**src/hw/rtl/nv12d_pkg.sv**
```systemverilog
// Shared types and constants for the NV12 tiled-to-linear address generator.
`default_nettype none

package nv12d_pkg;

    localparam int unsigned DIM_W       = 13;
    localparam int unsigned STRIDE_W    = 14;
    localparam int unsigned ROW_W       = 12;
    localparam int unsigned CHUNK_W     = 6;
    localparam int unsigned OFFSET_W    = 25;
    localparam int unsigned COUNT_W     = 7;
    localparam int unsigned CFG_INDEX_W = 2;
    localparam int unsigned CFG_DATA_W  = 14;

    // One chunk is 64 bytes wide, one tile is 64 x 32 bytes.
    localparam int unsigned CHUNK_SHIFT     = 6;
    localparam int unsigned TILE_ROW_SHIFT  = 5;
    localparam int unsigned TILE_SHIFT      = 11;
    localparam int unsigned CHROMA_SHIFT    = 13;
    localparam logic [COUNT_W-1:0] CHUNK_BYTES = 7'd64;

    typedef enum logic [CFG_INDEX_W-1:0] {
        CFG_FRAME_WIDTH   = 2'd0,
        CFG_FRAME_HEIGHT  = 2'd1,
        CFG_LUMA_STRIDE   = 2'd2,
        CFG_CHROMA_STRIDE = 2'd3
    } cfg_index_t;

    typedef struct packed {
        logic               plane_sel;
        logic [CHUNK_W-1:0] chunk_index;
        logic [ROW_W-1:0]   row_index;
    } chunk_req_t;

    // Packed from the lowest bit up: source_offset, dest_offset, byte_count.
    typedef struct packed {
        logic [COUNT_W-1:0]  byte_count;
        logic [OFFSET_W-1:0] dest_offset;
        logic [OFFSET_W-1:0] source_offset;
    } chunk_addr_t;

endpackage

`default_nettype wire

```
**src/hw/rtl/nv12_tiled_detile_address.sv**
```systemverilog
// Top level of the NV12 64x32-tile detiling address generator.
`default_nettype none

// Takes one chunk request per cycle while not stalled (plane, row, 64-byte chunk)
// and returns the chunk's byte offset in the 64x32-tiled source buffer, its offset
// in the linear destination plane, its byte count and an in-range flag. A request
// is latched in an input register; the tile index, the row times stride product
// and the chroma base are formed in one pass of logic from there into the result
// register, so a full rate of one item per clock is sustained while m_tready is
// high. The result register lets a new item enter while a finished one still waits
// on m_tready. Frame size and line strides come from the write port and are written
// by the user only while no item is in flight; the block does not enforce this.
module nv12_tiled_detile_address #(
    parameter int MAX_WIDTH  = 4096,
    parameter int MAX_HEIGHT = 4096
) (
    input  wire logic        clk,
    input  wire logic        rst_n,
    input  wire logic        cfg_we,
    input  wire logic [1:0]  cfg_index,
    input  wire logic [13:0] cfg_data,
    input  wire logic        s_tvalid,
    output logic             s_tready,
    input  wire logic [23:0] s_tdata,  // row_index[11:0], chunk_index[17:12], zero pad
    input  wire logic        s_tuser,  // plane_sel
    output logic             m_tvalid,
    input  wire logic        m_tready,
    output logic [63:0]      m_tdata,  // source_offset[24:0], dest_offset[49:25],
                                       // byte_count[56:50], zero pad
    output logic             m_tuser   // in_range
);

    localparam logic [nv12d_pkg::DIM_W:0] MaxW = 14'(MAX_WIDTH);
    localparam logic [nv12d_pkg::DIM_W:0] MaxH = 14'(MAX_HEIGHT);

    // Configuration registers.
    logic [nv12d_pkg::DIM_W-1:0]    frame_width_reg;
    logic [nv12d_pkg::DIM_W-1:0]    frame_height_reg;
    logic [nv12d_pkg::STRIDE_W-1:0] luma_stride_reg;
    logic [nv12d_pkg::STRIDE_W-1:0] chroma_stride_reg;

    always_ff @(posedge clk or negedge rst_n)
    begin
        if (!rst_n)
        begin
            frame_width_reg   <= 13'd64;
            frame_height_reg  <= 13'd32;
            luma_stride_reg   <= 14'd64;
            chroma_stride_reg <= 14'd64;
        end
        else if (cfg_we)
        begin
            unique case (nv12d_pkg::cfg_index_t'(cfg_index))
                nv12d_pkg::CFG_FRAME_WIDTH:   frame_width_reg   <= cfg_data[12:0];
                nv12d_pkg::CFG_FRAME_HEIGHT:  frame_height_reg  <= cfg_data[12:0];
                nv12d_pkg::CFG_LUMA_STRIDE:   luma_stride_reg   <= cfg_data;
                nv12d_pkg::CFG_CHROMA_STRIDE: chroma_stride_reg <= cfg_data;
                default: ;
            endcase
        end
    end

    // Handshake: input register feeds the result register.
    logic                  req_valid_reg;
    nv12d_pkg::chunk_req_t req_reg;
    logic                  out_valid_reg;
    nv12d_pkg::chunk_addr_t out_addr_reg;
    logic                  out_in_range_reg;
    logic                  out_load;
    logic                  in_load;

    assign out_load = !out_valid_reg || m_tready;
    assign s_tready = !req_valid_reg || out_load;
    assign in_load  = s_tvalid && s_tready;

    always_ff @(posedge clk or negedge rst_n)
    begin
        if (!rst_n)
        begin
            req_valid_reg <= 1'b0;
            out_valid_reg <= 1'b0;
        end
        else
        begin
            if (s_tready)
            begin
                req_valid_reg <= s_tvalid;
            end
            if (out_load)
            begin
                out_valid_reg <= req_valid_reg;
            end
        end
    end

    always_ff @(posedge clk)
    begin
        if (in_load)
        begin
            req_reg.plane_sel   <= s_tuser;
            req_reg.row_index   <= s_tdata[11:0];
            req_reg.chunk_index <= s_tdata[17:12];
        end
    end

    // Frame geometry, clamped to the supported maximum.
    logic [12:0] w;
    logic [12:0] h;
    logic [7:0]  w_tiles;
    logic [8:0]  cols_sum;
    logic [7:0]  cols;
    logic [8:0]  luma_rows;
    logic [16:0] luma_tiles;
    logic [17:0] luma_tiles_rnd;
    logic [24:0] luma_bytes;

    always_comb
    begin
        w = ({1'b0, frame_width_reg} > MaxW) ? MaxW[12:0] : frame_width_reg;
        h = ({1'b0, frame_height_reg} > MaxH) ? MaxH[12:0] : frame_height_reg;
        w_tiles   = 8'(({1'b0, w} + 14'd63) >> nv12d_pkg::CHUNK_SHIFT);
        cols_sum  = {1'b0, w_tiles} + 9'd1;
        cols      = {cols_sum[7:1], 1'b0};
        luma_rows = 9'(({1'b0, h} + 14'd31) >> nv12d_pkg::TILE_ROW_SHIFT);
        luma_tiles = 17'(cols) * 17'(luma_rows);
        // Rounding the tile count up to a multiple of four puts chroma on 8 KiB.
        luma_tiles_rnd = {1'b0, luma_tiles} + 18'd3;
        luma_bytes = {luma_tiles_rnd[13:2], 13'd0};
    end

    // Per-request address logic.
    logic [13:0] pw;
    logic [12:0] ph;
    logic [13:0] stride;
    logic [11:0] x;
    logic        in_range;
    logic [8:0]  prow_tiles;
    logic [6:0]  ty;
    logic [14:0] pair_base;
    logic [6:0]  zig_adj;
    logic [6:0]  tx_plus2;
    logic        last_odd_row;
    logic [15:0] tile_idx;
    logic [24:0] src;
    logic [25:0] row_prod;
    logic [24:0] dest;
    logic [13:0] left;
    logic [6:0]  count;
    nv12d_pkg::chunk_addr_t addr_next;

    always_comb
    begin
        if (req_reg.plane_sel)
        begin
            pw     = ({1'b0, w} + 14'd1) & ~14'd1;
            ph     = 13'(({1'b0, h} + 14'd1) >> 1);
            stride = chroma_stride_reg;
        end
        else
        begin
            pw     = {1'b0, w};
            ph     = h;
            stride = luma_stride_reg;
        end

        x = {req_reg.chunk_index, 6'd0};
        in_range = ({1'b0, req_reg.row_index} < ph) && ({2'b00, x} < pw);

        prow_tiles = 9'(({1'b0, ph} + 14'd31) >> nv12d_pkg::TILE_ROW_SHIFT);
        ty         = req_reg.row_index[11:5];
        pair_base  = 15'({ty[6:1], 1'b0}) * 15'(cols);
        tx_plus2   = {1'b0, req_reg.chunk_index} + 7'd2;
        // A lone last tile row of odd count is stored linearly, with no zig-zag.
        last_odd_row = prow_tiles[0] && (({2'b00, ty} + 9'd1) == prow_tiles);

        if (ty[0])
        begin
            zig_adj = {1'b0, req_reg.chunk_index[5:2], 2'b00} + 7'd2;
        end
        else if (!last_odd_row)
        begin
            zig_adj = {tx_plus2[6:2], 2'b00};
        end
        else
        begin
            zig_adj = 7'd0;
        end

        tile_idx = 16'(pair_base) + 16'(req_reg.chunk_index) + 16'(zig_adj);
        src = {tile_idx[13:0], 11'd0}
            + {14'd0, req_reg.row_index[4:0], 6'd0}
            + (req_reg.plane_sel ? luma_bytes : 25'd0);

        row_prod = 26'(req_reg.row_index) * 26'(stride);
        dest     = row_prod[24:0] + 25'(x);

        left  = pw - {2'b00, x};
        count = (left < 14'(nv12d_pkg::CHUNK_BYTES)) ? left[6:0] : nv12d_pkg::CHUNK_BYTES;

        if (in_range)
        begin
            addr_next.source_offset = src;
            addr_next.dest_offset   = dest;
            addr_next.byte_count    = count;
        end
        else
        begin
            addr_next = '0;
        end
    end

    always_ff @(posedge clk)
    begin
        if (out_load && req_valid_reg)
        begin
            out_addr_reg     <= addr_next;
            out_in_range_reg <= in_range;
        end
    end

    assign m_tvalid = out_valid_reg;
    assign m_tdata  = {7'd0, out_addr_reg};
    assign m_tuser  = out_in_range_reg;

    // An item out of the plane carries all-zero offsets and count.
    assert property (@(posedge clk) disable iff (!rst_n)
        m_tvalid && !m_tuser |-> m_tdata == 64'd0)
        else $error("out-of-range item has nonzero payload");

    // An item in the plane copies between 1 and 64 bytes.
    assert property (@(posedge clk) disable iff (!rst_n)
        m_tvalid && m_tuser |-> (m_tdata[56:50] != 7'd0) && (m_tdata[56:50] <= 7'd64))
        else $error("in-range item has bad byte count");

    // A held request is not dropped while the result register is stalled.
    assert property (@(posedge clk) disable iff (!rst_n)
        req_valid_reg && !out_load |=> req_valid_reg && $stable(req_reg))
        else $error("stalled request lost");

    // An accepted item always lands in the input register.
    assert property (@(posedge clk) disable iff (!rst_n)
        in_load |=> req_valid_reg)
        else $error("accepted item not held");

endmodule

`default_nettype wire

```
**config.mk**
```make
export PLATFORM = sky130hd
export DESIGN_NAME = nv12_tiled_detile_address
export DESIGN_NICKNAME = d
export VERILOG_FILES = /design/src/hw/rtl/nv12d_pkg.sv /design/src/hw/rtl/nv12_tiled_detile_address.sv
export SDC_FILE = /design/constraint.sdc
export NUM_CORES = 1
export LEC_CHECK = 0
export ABC_CLOCK_PERIOD_IN_PS = 12150
export BUFFER_PORTS_ARGS = -buffer_cell sky130_fd_sc_hd__buf_2
export CELL_PAD_IN_SITES_DETAIL_PLACEMENT = 0
export CELL_PAD_IN_SITES_GLOBAL_PLACEMENT = 1
export CORE_MARGIN = 2
export CORE_UTILIZATION = 29
export DETAILED_ROUTE_END_ITERATION = 12
export PLACE_DENSITY_LB_ADDON = 0.1
export SYNTH_ARGS = -nofsm -noshare
export SYNTH_HDL_FRONTEND = slang
export SYNTH_SLANG_ARGS = --single-unit
```
**constraint.sdc**
```tcl
create_clock -name clk -period 12.15 [get_ports clk]
set_input_delay 1.8225 -clock clk [delete_from_list [all_inputs] [get_ports clk]]
set_output_delay 1.8225 -clock clk [all_outputs]
set_load 0.01 [all_outputs]
```
==> metrics.log <==
INFO  metric outcome = finished clean
INFO  metric synth_top_cell_by_area = sky130_fd_sc_hd__fa_1
INFO  metric floorplan.initialDensity = 0.2921
INFO  metric report.final.setup_viol = 0
INFO  metric post-dp-hpwl = about 35 mm
INFO  metric die_height = ~240 µm
INFO  metric ctsHoldBuffers = 0
INFO  metric cts_buffer_depth = 2
INFO  metric placeableCoreArea = roughly 56000 µm²
INFO  metric finalCriticalPeriod = ~8.6 ns
INFO  metric avgRoutedWirePerCell = around 17 µm
INFO  metric finalClockSkew = between 0.01 and 0.015 ns
INFO  metric global_route.usage.total = 0.1548
INFO  metric cts_setup_buffers = 0
INFO  metric worst_hold_check_path_type = register to register
INFO  metric r2r-start = frame_width_reg[2]
INFO  metric syn_to_final_growth = 11.19%
INFO  metric hold_start = req_valid_reg
INFO  metric postRouteWirelength = 43.62 mm
INFO  metric postPlaceCellArea = roughly 18000 µm²
INFO  metric clock_latency = 0.47 ns
INFO  metric die_area = about 58000 µm²
INFO  metric ys_top_cells_by_area = sky130_fd_sc_hd__fa_1 (23%), sky130_fd_sc_hd__edfxtp_1 (13%), sky130_fd_sc_hd__ha_1 (12%), sky130_fd_sc_hd__dfrtp_1 (7.9%), sky130_fd_sc_hd__inv_1 (5.4%)
INFO  metric route.antenna.remaining_nets = 0
INFO  metric mappedNetlistArea = between 15000 and 20000 µm²
INFO  metric die_x = between 200 and 250 µm
INFO  metric hold_violations = 0
INFO  metric cts_bufs_inserted = 17
INFO  metric num_antenna_cells = 0
INFO  metric yosys.cell_types.count = between 70 and 80
INFO  metric tritoncts_clock_tree = yes
INFO  metric tns = 0 ns
INFO  metric drv_slew = 0
INFO  metric yosys_warnings = 0
INFO  metric finalCritPeriodShare = 0.7115
INFO  metric gpl.final_weighted_congestion = approximately 0.77
INFO  metric vias_per_cell = 4.625
INFO  metric rrSetupSlack = 3.51 ns
INFO  metric fmax = between 0.1 and 0.15 GHz
INFO  metric final_layout_size_suffix_gt1_frac = 0.1295
INFO  metric maxCapViolCount = 0
INFO  metric wire_length_of_the_first_global_routing_pass = between 60 and 70 mm
INFO  metric reg2reg_to = m_tdata[24]
INFO  metric synth.ff_latch_count = about 130
INFO  metric max_stage_delay_on_crit_path = 0.57 ns
INFO  metric clk_pin_slew_worst_setup_hold_paths = 0.06 ns
INFO  metric num-fill-cells = 5860
INFO  metric worst_slew_margin_rel = 0.2350
INFO  metric synth_enable_flop_cells = a little over 70
INFO  metric cp_data_required_time = around 12 ns
INFO  metric unrepaired_setup_endpoints_after_global_routing = no
INFO  metric count_of_cells_along_the_worst_hold_path = 1
INFO  metric synth_largest_type_area_fraction = 0.2262
INFO  metric cts.htree.levels = 4
INFO  metric synth.most_common_cell = sky130_fd_sc_hd__inv_1
INFO  metric crit_path_max_fo = 14
INFO  metric finish.utilization = 0.3248
INFO  metric detailedRoute.firstPassIterationCount = 5
INFO  metric final_area = about 18000 µm²
INFO  metric setup.worst_path.class = register to register
INFO  metric synth_sequential_area_ratio = 0.2161
INFO  metric fin_hold_ws = approximately 0.48 ns
INFO  metric cts.sink_count = 127
INFO  metric largest_register_ff_count = 51
INFO  metric synth_top_cells_by_count = sky130_fd_sc_hd__inv_1 (234), sky130_fd_sc_hd__nand2_1 (194), sky130_fd_sc_hd__fa_1 (185)
INFO  metric critical_path_data_arrival_time = 8.84 ns
INFO  metric ioPinCount = 113
INFO  metric drt_iter0_markers = just under 600
INFO  metric path_buf_inv = 4
INFO  metric timing_worst_slew_pin_value = 1.142 ns
INFO  metric antenna_found_initial = 1
INFO  metric worst_path_max_delay_cell = sky130_fd_sc_hd__nor4_4
INFO  metric ys.flop_type = sky130_fd_sc_hd__edfxtp_1
INFO  metric ctsRootBufferMaster = sky130_fd_sc_hd__clkbuf_16
INFO  metric min_to = m_tvalid
INFO  metric overflow = 0
INFO  metric r2r_cells = 33
INFO  metric timing.critical_path.from_type = register
INFO  metric pin_count_of_the_biggest_net_entering_global_routing = 57
INFO  metric end_kind = register
INFO  metric placement_rows = 87
INFO  metric share_of_flip_flops_with_an_asynchronous_set_or_reset = 0.4409
INFO  metric postCtsResizedCells = 0
INFO  metric buffer_ports.inserted = 93
INFO  metric path_delay_family = adder cells
INFO  metric grt_pass1_vias = 12230
INFO  metric via_count = about 12000
INFO  metric syn_inst = between 1500 and 2000
INFO  metric syn-mean-instance-area = roughly 9.5 µm²
INFO  metric nNetsFinal = about 2200
INFO  metric drc = 0
[worst reg2reg max path, delay by kind of cell (launching register included)]
family	cells	cell delay, ns
adder cells (fa/ha/maj)	7	2.96
AND/OR/NAND/NOR	13	2.42
AO/OA/AOI/OAI	8	2.12
flip-flops	1	0.49
buffers and inverters	4	0.21
XOR/XNOR	1	0.16
[worst max path at each step]
stage / slack (ns) / start / depth (start not counted) / to
6_report: 3.51 / frame_width_reg[2] / 33 / m_tdata[24]
3_5_place_dp: 3.41 / frame_width_reg[2] / 33 / m_tdata[24]
4_1_cts: 3.39 / frame_width_reg[2] / 33 / m_tdata[24]
3_3_place_gp: 3.44 / frame_width_reg[2] / 33 / m_tdata[24]
5_1_grt: 2.76 / frame_width_reg[2] / 33 / m_tdata[24]
2_1_floorplan: 4.30 / frame_width_reg[2] / 35 / m_tdata[24]
[cell type report]
cell class	instances	area, µm²	share of cell area
clock buffer	22	475.5	0.02611
clock inverter	10	76.32	0.004192
inverter	238	893.4	0.04907
multi-input combinational	1306	11670	0.6409
sequential	127	3538	0.1943
tap	756	945.9	0.05195
timing repair buffer	112	608.1	0.03340
[through the flow]
| step | worst slack, ns | instances |
|---|---|---|
| final | 3.505 | 2571 |
| after global routing | 2.764 | 2571 |
| after CTS | 3.387 | 2571 |
| after detailed placement | 3.411 | 2539 |
| after global placement | 3.436 | 2539 |
| after floorplan | 4.298 | 1756 |
[routing by layer]
layer	global-route usage	up-vias	share of wire	routed length (µm)
met5	0	-	0	0
met3	0.02908	24	0.038	1648
met4	0.03800	0	0.011	470
met2	0.2454	179	0.46	19920
met1	0.2171	5912	0.49	21580
li1	-	5776	-	-
[cell families (layout without fill, tap and decap cells)]
logic type                 count (synthesis)  count (layout)  synth area share
adders and majority gates                338             338            0.3431
and+or+nand+nor                          567             567            0.1739
buffers and inverters                    323             382           0.07847
other                                      2              28         0.0004586
DFF                                      127             127            0.2161
xor gates and xnor gates                 106             106           0.05670
muxes                                     70              70           0.04806
AOI/OAI and AO/OA                        197             197           0.08321
[placed cells by master, fill, tap and decap left out, types with 6 or more instances in the layout]
cell | Yosys | layout
sky130_fd_sc_hd__o21bai_1 | 7 | 7
sky130_fd_sc_hd__nor2_1 | 103 | 103
sky130_fd_sc_hd__a21oi_1 | 45 | 45
sky130_fd_sc_hd__nor3_1 | 30 | 30
sky130_fd_sc_hd__a21o_1 | 20 | 20
sky130_fd_sc_hd__inv_1 | 234 | 234
sky130_fd_sc_hd__nand3b_1 | 8 | 8
sky130_fd_sc_hd__o21ai_0 | 34 | 34
sky130_fd_sc_hd__nor2b_1 | 28 | 28
sky130_fd_sc_hd__mux2_2 | 65 | 65
sky130_fd_sc_hd__buf_4 | 16 | 19
sky130_fd_sc_hd__nand3_1 | 24 | 24
sky130_fd_sc_hd__and2_1 | 91 | 90
sky130_fd_sc_hd__clkbuf_16 | 0 | 18
sky130_fd_sc_hd__buf_2 | 10 | 93
sky130_fd_sc_hd__conb_1 | 2 | 28
sky130_fd_sc_hd__a211oi_1 | 10 | 10
sky130_fd_sc_hd__ha_1 | 153 | 153
sky130_fd_sc_hd__and3_1 | 15 | 15
sky130_fd_sc_hd__xor2_1 | 39 | 39
sky130_fd_sc_hd__nand2_1 | 194 | 194
sky130_fd_sc_hd__fa_1 | 185 | 185
sky130_fd_sc_hd__nand4_1 | 10 | 10
sky130_fd_sc_hd__nand2b_1 | 25 | 25
sky130_fd_sc_hd__xnor2_1 | 67 | 67
sky130_fd_sc_hd__edfxtp_1 | 71 | 71
sky130_fd_sc_hd__o21a_1 | 15 | 15
sky130_fd_sc_hd__or3_1 | 10 | 10
sky130_fd_sc_hd__dfrtp_1 | 52 | 52
sky130_fd_sc_hd__a31oi_1 | 6 | 6
Power is left out: the tool's default activity adds up to more than one toggle a clock period on the data nets, which glitch-free logic cannot reach.
